==> src/rtl/gcl_pkg.sv <==
package gcl_pkg;

  localparam int unsigned PID_W    = 12;
  localparam int unsigned DIM_W    = 5;
  localparam int unsigned GDIM     = 32;
  localparam int unsigned CFG_W    = 6;
  localparam int unsigned CAP      = 16;
  localparam int unsigned SLOT_W   = 4;
  localparam int unsigned CNT_W    = 5;
  localparam int unsigned MAXN     = 64;
  localparam int unsigned K_W      = 7;
  localparam int unsigned CELL_W   = 2 * DIM_W;
  localparam int unsigned CELLS    = GDIM * GDIM;
  localparam int unsigned MEM_AW   = CELL_W + SLOT_W;
  localparam int unsigned MEM_D    = CELLS * CAP;
  localparam int unsigned NPART    = 4096;
  localparam int unsigned P_W      = 1 + 2 * DIM_W + SLOT_W;
  localparam int unsigned OP_W     = 3;
  localparam int unsigned STAT_W   = 2;
  localparam int unsigned CFG_IDX_W = 1;

  localparam logic [OP_W-1:0] OP_INSERT = 3'd0;
  localparam logic [OP_W-1:0] OP_REMOVE = 3'd1;
  localparam logic [OP_W-1:0] OP_MOVE   = 3'd2;
  localparam logic [OP_W-1:0] OP_QUERY  = 3'd3;
  localparam logic [OP_W-1:0] OP_CLEAR  = 3'd4;

  localparam logic [STAT_W-1:0] STAT_OK    = 2'd0;
  localparam logic [STAT_W-1:0] STAT_FULL  = 2'd1;
  localparam logic [STAT_W-1:0] STAT_BAD   = 2'd2;
  localparam logic [STAT_W-1:0] STAT_TRUNC = 2'd3;

  localparam logic [CFG_IDX_W-1:0] CFG_GRID_WIDTH  = 1'd0;
  localparam logic [CFG_IDX_W-1:0] CFG_GRID_HEIGHT = 1'd1;

  typedef struct packed {
    logic [OP_W-1:0]  op;
    logic [PID_W-1:0] pid;
    logic [DIM_W-1:0] x;
    logic [DIM_W-1:0] y;
    logic             on_grid;
  } item_t;

  typedef struct packed {
    logic  valid;
    item_t item;
  } head_t;

  typedef struct packed {
    logic [CFG_W-1:0] w;
    logic [CFG_W-1:0] h;
  } dims_t;

  typedef struct packed {
    logic [PID_W-1:0]  neighbor_id;
    logic              has_neighbor;
    logic              is_last;
    logic [STAT_W-1:0] status;
    logic [CNT_W-1:0]  cell_count;
    logic [SLOT_W-1:0] slot_index;
    logic [CNT_W-1:0]  max_cell_count;
  } res_t;

endpackage

==> src/rtl/gcl_if.sv <==
interface gcl_in_if;
  import gcl_pkg::*;
  logic             valid;
  logic             ready;
  logic [OP_W-1:0]  op;
  logic [PID_W-1:0] particle_id;
  logic [DIM_W-1:0] cell_x;
  logic [DIM_W-1:0] cell_y;
  modport source (output valid, op, particle_id, cell_x, cell_y, input ready);
  modport sink (input valid, op, particle_id, cell_x, cell_y, output ready);
endinterface


==> src/rtl/gcl_front.sv <==
module gcl_front (
  input  logic          clk_i,
  input  logic          rst_ni,
  gcl_in_if.sink        in_i,
  input  gcl_pkg::dims_t dims_i,
  input  logic          pop_i,
  output gcl_pkg::head_t head_o
);
  import gcl_pkg::*;

  item_t      fifo_q [2];
  logic       wptr_q, rptr_q;
  logic [1:0] cnt_q;
  logic       push;
  item_t      it;

  assign in_i.ready = (cnt_q != 2'd2);
  assign push = in_i.valid && in_i.ready && (in_i.op <= OP_CLEAR);

  always_comb begin
    it.op      = in_i.op;
    it.pid     = in_i.particle_id;
    it.x       = in_i.cell_x;
    it.y       = in_i.cell_y;
    it.on_grid = ({1'b0, in_i.cell_x} < dims_i.w) && ({1'b0, in_i.cell_y} < dims_i.h);
  end

  assign head_o.valid = (cnt_q != 2'd0);
  assign head_o.item  = fifo_q[rptr_q];

  always_ff @(posedge clk_i) begin
    if (push) begin
      fifo_q[wptr_q] <= it;
    end
  end

  always_ff @(posedge clk_i or negedge rst_ni) begin
    if (!rst_ni) begin
      wptr_q <= 1'b0;
      rptr_q <= 1'b0;
      cnt_q  <= 2'd0;
    end else begin
      if (push) begin
        wptr_q <= ~wptr_q;
      end
      if (pop_i) begin
        rptr_q <= ~rptr_q;
      end
      cnt_q <= cnt_q + {1'b0, push} - {1'b0, pop_i};
    end
  end
endmodule

==> src/flat_wrapper.sv <==
// flat-port wrapper written by rule: the top's interface ports become plain ports
module gcl_front_flat import gcl_pkg::*;
  (clk_i, rst_ni, dims_i, pop_i, head_o, in_i_valid, in_i_op, in_i_particle_id, in_i_cell_x, in_i_cell_y, in_i_ready);
  gcl_in_if in_i_i ();
  input  logic clk_i;
  input  logic rst_ni;
  input  gcl_pkg::dims_t dims_i;
  input  logic pop_i;
  output gcl_pkg::head_t head_o;
  input wire logic [$bits(in_i_i.valid)-1:0] in_i_valid;
  input wire logic [$bits(in_i_i.op)-1:0] in_i_op;
  input wire logic [$bits(in_i_i.particle_id)-1:0] in_i_particle_id;
  input wire logic [$bits(in_i_i.cell_x)-1:0] in_i_cell_x;
  input wire logic [$bits(in_i_i.cell_y)-1:0] in_i_cell_y;
  output wire logic [$bits(in_i_i.ready)-1:0] in_i_ready;
  assign in_i_i.valid = in_i_valid;
  assign in_i_i.op = in_i_op;
  assign in_i_i.particle_id = in_i_particle_id;
  assign in_i_i.cell_x = in_i_cell_x;
  assign in_i_i.cell_y = in_i_cell_y;
  assign in_i_ready = in_i_i.ready;
  gcl_front u_core (.clk_i(clk_i), .rst_ni(rst_ni), .in_i(in_i_i), .dims_i(dims_i), .pop_i(pop_i), .head_o(head_o));
endmodule
==> config.mk <==
export PLATFORM = sky130hd
export DESIGN_NAME = gcl_front_flat
export DESIGN_NICKNAME = d
export VERILOG_FILES = /design/src/rtl/gcl_pkg.sv /design/src/rtl/gcl_if.sv /design/src/rtl/gcl_front.sv /design/src/flat_wrapper.sv
export SDC_FILE = /design/constraint.sdc
export NUM_CORES = 1
export LEC_CHECK = 0
export ABC_CLOCK_PERIOD_IN_PS = 3100
export BUFFER_PORTS_ARGS = -buffer_cell sky130_fd_sc_hd__buf_2
export CAP_MARGIN = 5
export CORE_MARGIN = 4
export CORE_UTILIZATION = 55
export CTS_BUF_LIST = sky130_fd_sc_hd__clkbuf_8
export DETAILED_ROUTE_END_ITERATION = 10
export PLACE_DENSITY = 0.92
export SYNTH_ARGS = -nofsm -noshare
export SYNTH_HDL_FRONTEND = slang
export SYNTH_SLANG_ARGS = --single-unit
==> constraint.sdc <==
create_clock -name clk_i -period 3.1 [get_ports clk_i]
set_input_delay 0.155 -clock clk_i [delete_from_list [all_inputs] [get_ports clk_i]]
set_output_delay 0.155 -clock clk_i [all_outputs]
set_load 0.01 [all_outputs]
# == Yosys cells after proc, flatten, opt, wreduce, memory -nomap -nowiden ==
# Memories as Yosys holds them, arrays and structs flattened.
# Cells that the tools add are included.
# word_totals
ff_bits,4
ram_bits,52
in_bits,41
out_inout_bits,28
elab_cells,18
mem_count,1
# mem_list
memory,depth,width,read_ports,rd_clocked_by_memory_dff,write_ports,line_no,source
u_core.fifo_q,2,26,1,0,1,gcl_front.sv:11,item_t fifo_q [2];
# op_classes
addsub,2
n_lt_le_gt_ge,3
eq_ne,1
n_mux,2
n_bitwise,2
n_reduce_logical,4
# op_table
operator,count
$lt 5x6->1,2
$le 3x3->1 const B,1
$logic_and 1x1->1,3
$add 2x1->2,1
$mux 1,2
$ne 2x2->1 const B,1
$not 1->1,2
$reduce_bool 2->1,1
$sub 2x1->2,1

# == Depth between registers and ports, before layout ==
# depth
word_depth,5
mapped_depth,6
mapped_depth_nobuf,6

# == Least setup slack after synthesis ==
# Ideal clock, no wire load.
# synth_path
path_type,reg2reg
from,register u_core.cnt_q[1]
to,"memory u_core.fifo_q[0][0] in the netlist's numbering, enable pin"
setup_time_ns,0.409
arrival_time_ns,1.790
required_time_ns,2.691
setup_slack_ns,0.901
path_stages_with_launch,4
path_buffers,0
period_less_slack_ns,2.199
cell_sequence,dfrtp_1 nand2b_1 nand3_1 nor2_1
# synth_via
elab_chain_len,5
# synth_lines
item,line_no,source
start: declaration,gcl_front.sv:13,logic [1:0] cnt_q;
start signal: assignment,gcl_front.sv:49,"cnt_q <= cnt_q + {1'b0, push} - {1'b0, pop_i};"
$ne 2x2->1,gcl_front.sv:17,assign in_i.ready = (cnt_q != 2'd2);
named net in_i_ready,flat_wrapper.sv:15,output wire logic [$bits(in_i_i.ready)-1:0] in_i_ready;
$logic_and 1x1->1 (2 in a row),gcl_front.sv:18,assign push = in_i.valid && in_i.ready && (in_i.op <= OP_CLEAR);
$mux 1,gcl_front.sv:32,if (push) begin
$mux 1 (not written as such),gcl_front.sv:33,fifo_q[wptr_q] <= it;
end: declaration,gcl_front.sv:11,
# The timed path passes the listed nets, and every way through them passes these cells.

==> results.json <==
{
  "fin_crit_ns": 2.21,
  "p_switching_uw": 614,
  "drive_above_1_share_pct": 52.9,
  "cp_cell_sequence": "buf_4 -> mux2_2 -> buf_2",
  "seqPwrFrac_pct": 49.3,
  "worst_pin_slew_ns": 0.807,
  "antenna_cells": 0,
  "antenna_found_initial": 0,
  "drv_slew": 0,
  "outcome": "finished clean",
  "ys_types": 21,
  "port_buffers": 68,
  "wl_um": 3840,
  "numCtsBuffers": 5,
  "fill_cells": 261,
  "die-area_mm2": 0.00551,
  "chipHeight_um": 74.2,
  "crit_arrival_ns": 2.06,
  "fp.dieW_um": 74.2,
  "synth_area_per_cell_um2": 18.4,
  "swShare_pct": 28.5,
  "fmax_ghz": 0.452,
  "final_hold_viol_count": 0,
  "internal_power_uw": 1540,
  "grt_pass1_vias": 1313,
  "startpoint_type": "flip-flop",
  "grt_util_met2_pct": 26.1,
  "pwr-share-comb_pct": 32.7,
  "syn_area_mm2": 0.00241,
  "fp-row-count": 23,
  "grt_first_pass_wirelength_um": 5890,
  "ys_ff_latch": 56,
  "yosysSeqAreaShare_pct": 68.9,
  "cpPeakStageDelay_ns": 0.88,
  "grt_max_degree": 17,
  "initial_core_util_pct": 58.6,
  "syn_to_final_growth_pct": 19.9,
  "syn_inst": 131,
  "syn_nets": 182,
  "p_clk_share_pct": 18.0,
  "min_period_over_period_pct": 71.3,
  "insertion_delay_ns": 0.30,
  "first_pass_iters": 4,
  "cp_top_family": "flip-flops",
  "core_mm2": 0.00412,
  "worstPathRequired_ns": 2.94,
  "place_congestion": 0.680,
  "max-vdd-ir-drop_mv": 0.402,
  "tns_ns": 0,
  "dp_hpwl_um": 2970,
  "initialDrtViolationCount": 58,
  "relSlewSlack_pct": 46.2,
  "antenna_left": 0,
  "wl_per_cell_um": 14.9,
  "leakage_uw": 0.00123,
  "grt_util_met1_pct": 16.7,
  "ctsHtreeMaxLevel": 2,
  "grtUsageTotal_pct": 14.8,
  "p_per_area_mw_per_mm2": 745,
  "ys_warn_count": 0,
  "final_cell_mix": "buf_2 (68), edfxtp_1 (52), mux2_4 (19)",
  "vias_per_cell": 5.05,
  "drcViolationCount": 0,
  "cts.sinks": 56,
  "io_pins": 69,
  "num-nets-final": 258,
  "cts_buffer_depth": 2,
  "crit_buf_inv": 2,
  "mostFrequentLayoutCell": "buf_2",
  "cts_tree": "done",
  "setup_violations": 0,
  "cp_max_fo": 16,
  "vias": 1303,
  "gr-total-overflow": 0,
  "cpMaxStageDelayCell": "dfrtp_1",
  "utilization_pct": 70.3,
  "busiest_layer": "met2",
  "cp-end-kind": "output port",
  "clockRootBuffer": "clkbuf_8",
  "hp-class": "input port to flip-flop",
  "drv_cap": 0,
  "rsz0062_at_grt": "false",
  "crit_type": "flip-flop to output port",
  "clock_skew_ns": 0.00589,
  "clk_pin_slew_worst_paths_ns": 0.09,
  "use_met3_pct": 4.73
}
## power groups by stage
stage                     clock network [uW]  logic [uW]  registers (uW)
after floorplan                            0         579            1020
after global placement                     0         698            1070
after detailed placement                   0         712            1080
after CTS                                397         716            1060
after global routing                     429         765            1080
final                                    388         704            1060
## stage by stage
| stage | std cells | cell area (um2) | setup WS (ns) | total power, uW | hold slack (ns) |
|---|---|---|---|---|---|
| after global routing | 258 | 2890 | 0.753 | 2270 | 0.0175 |
| after detailed placement | 249 | 2790 | 1.18 | 1790 | -0.0348 |
| after floorplan | 131 | 2410 | 0.901 | 1600 | -0.141 |
| final | 258 | 2890 | 0.889 | 2150 | 0.0356 |
| after global placement | 249 | 2790 | 1.23 | 1770 | -0.0359 |
| after CTS | 258 | 2890 | 0.876 | 2170 | 0.0276 |
## final cells by class
class | count | area [um2] | share of cell area [%]
Timing Repair Buffer | 72 | 373 | 12.9
Sequential cell | 56 | 1660 | 57.5
Clock inverter | 2 | 10.0 | 0.346
Multi-Input combinational cell | 61 | 661 | 22.8
Inverter | 11 | 41.3 | 1.43
Clock buffer | 6 | 82.6 | 2.86
Tap cell | 50 | 62.6 | 2.16
## sequential cells by signal, indices dropped and copies added (netlist names)
signal and count:
u_core.rptr_q 1, u_core.fifo_q 52, u_core.cnt_q 2, u_core.wptr_q 1
## Yosys cell counts
master    number  area [um2]
nand2b_4       1        13.8
a21oi_1        5        25.0
ha_1          10         125
nand2b_1       2        12.5
nor2_1         3        11.3
mux2_4        19         285
inv_1         11        41.3
xor2_1         1        8.76
mux2_2         7        78.8
a21oi_2        1        8.76
dfrtp_1        4         100
nand4b_1       2        17.5
and2_1         1        6.26
or2_2          1        6.26
buf_6          1        11.3
edfxtp_1      52        1560
nor4_2         1        12.5
buf_12         2        40.0
nand3_1        3        15.0
o21ai_0        1        5.00
xnor2_1        3        26.3
## routing by layer
layer / part of all wire [%] / vias up
li1: - / 635
met1: 39 / 606
met2: 51 / 56
met3: 8.5 / 6
met4: 1.4 / 0
met5: 0 / -
## kinds of logic (layout without fill, tap and decap cells)
family                   count (synthesis)  in the layout  share of synthesized area, %
XOR/XNOR                                 4              4                          1.45
adder cells (fa/ha/maj)                 10             10                          5.19
buffers and inverters                   14             91                          3.84
AND/OR/NAND/NOR                         14             14                          3.94
multiplexers                            26             26                          15.1
flip-flops                              56             56                          68.9
AO/OA/AOI/OAI                            7              7                          1.61
## what timing repair did
action	CTS	global route
gates resized for setup	0	0
buffers inserted	0	0
hold buffers	1	0
endpoints found under the hold margin	4	0
## worst paths after layout
| check | startpoint | to | slack, ns | cells past startpoint |
|---|---|---|---|---|
| setup / recovery | u_core.rptr_q | head_o[3] | 0.89 | 3 |
| hold / removal | in_i_particle_id[0] | u_core.fifo_q[0][11] | 0.04 | 1 |
| setup reg to reg | u_core.cnt_q[1] | u_core.fifo_q[1][4] | 1.16 | 5 |
| hold reg to reg | u_core.cnt_q[1] | u_core.cnt_q[1] | 0.51 | 1 |
| max in group asynchronous | rst_ni | u_core.rptr_q | 2.80 | 2 |
| min in group asynchronous | rst_ni | u_core.cnt_q[1] | 0.18 | 2 |
Note: power is estimated with default switching activity, not from simulation.
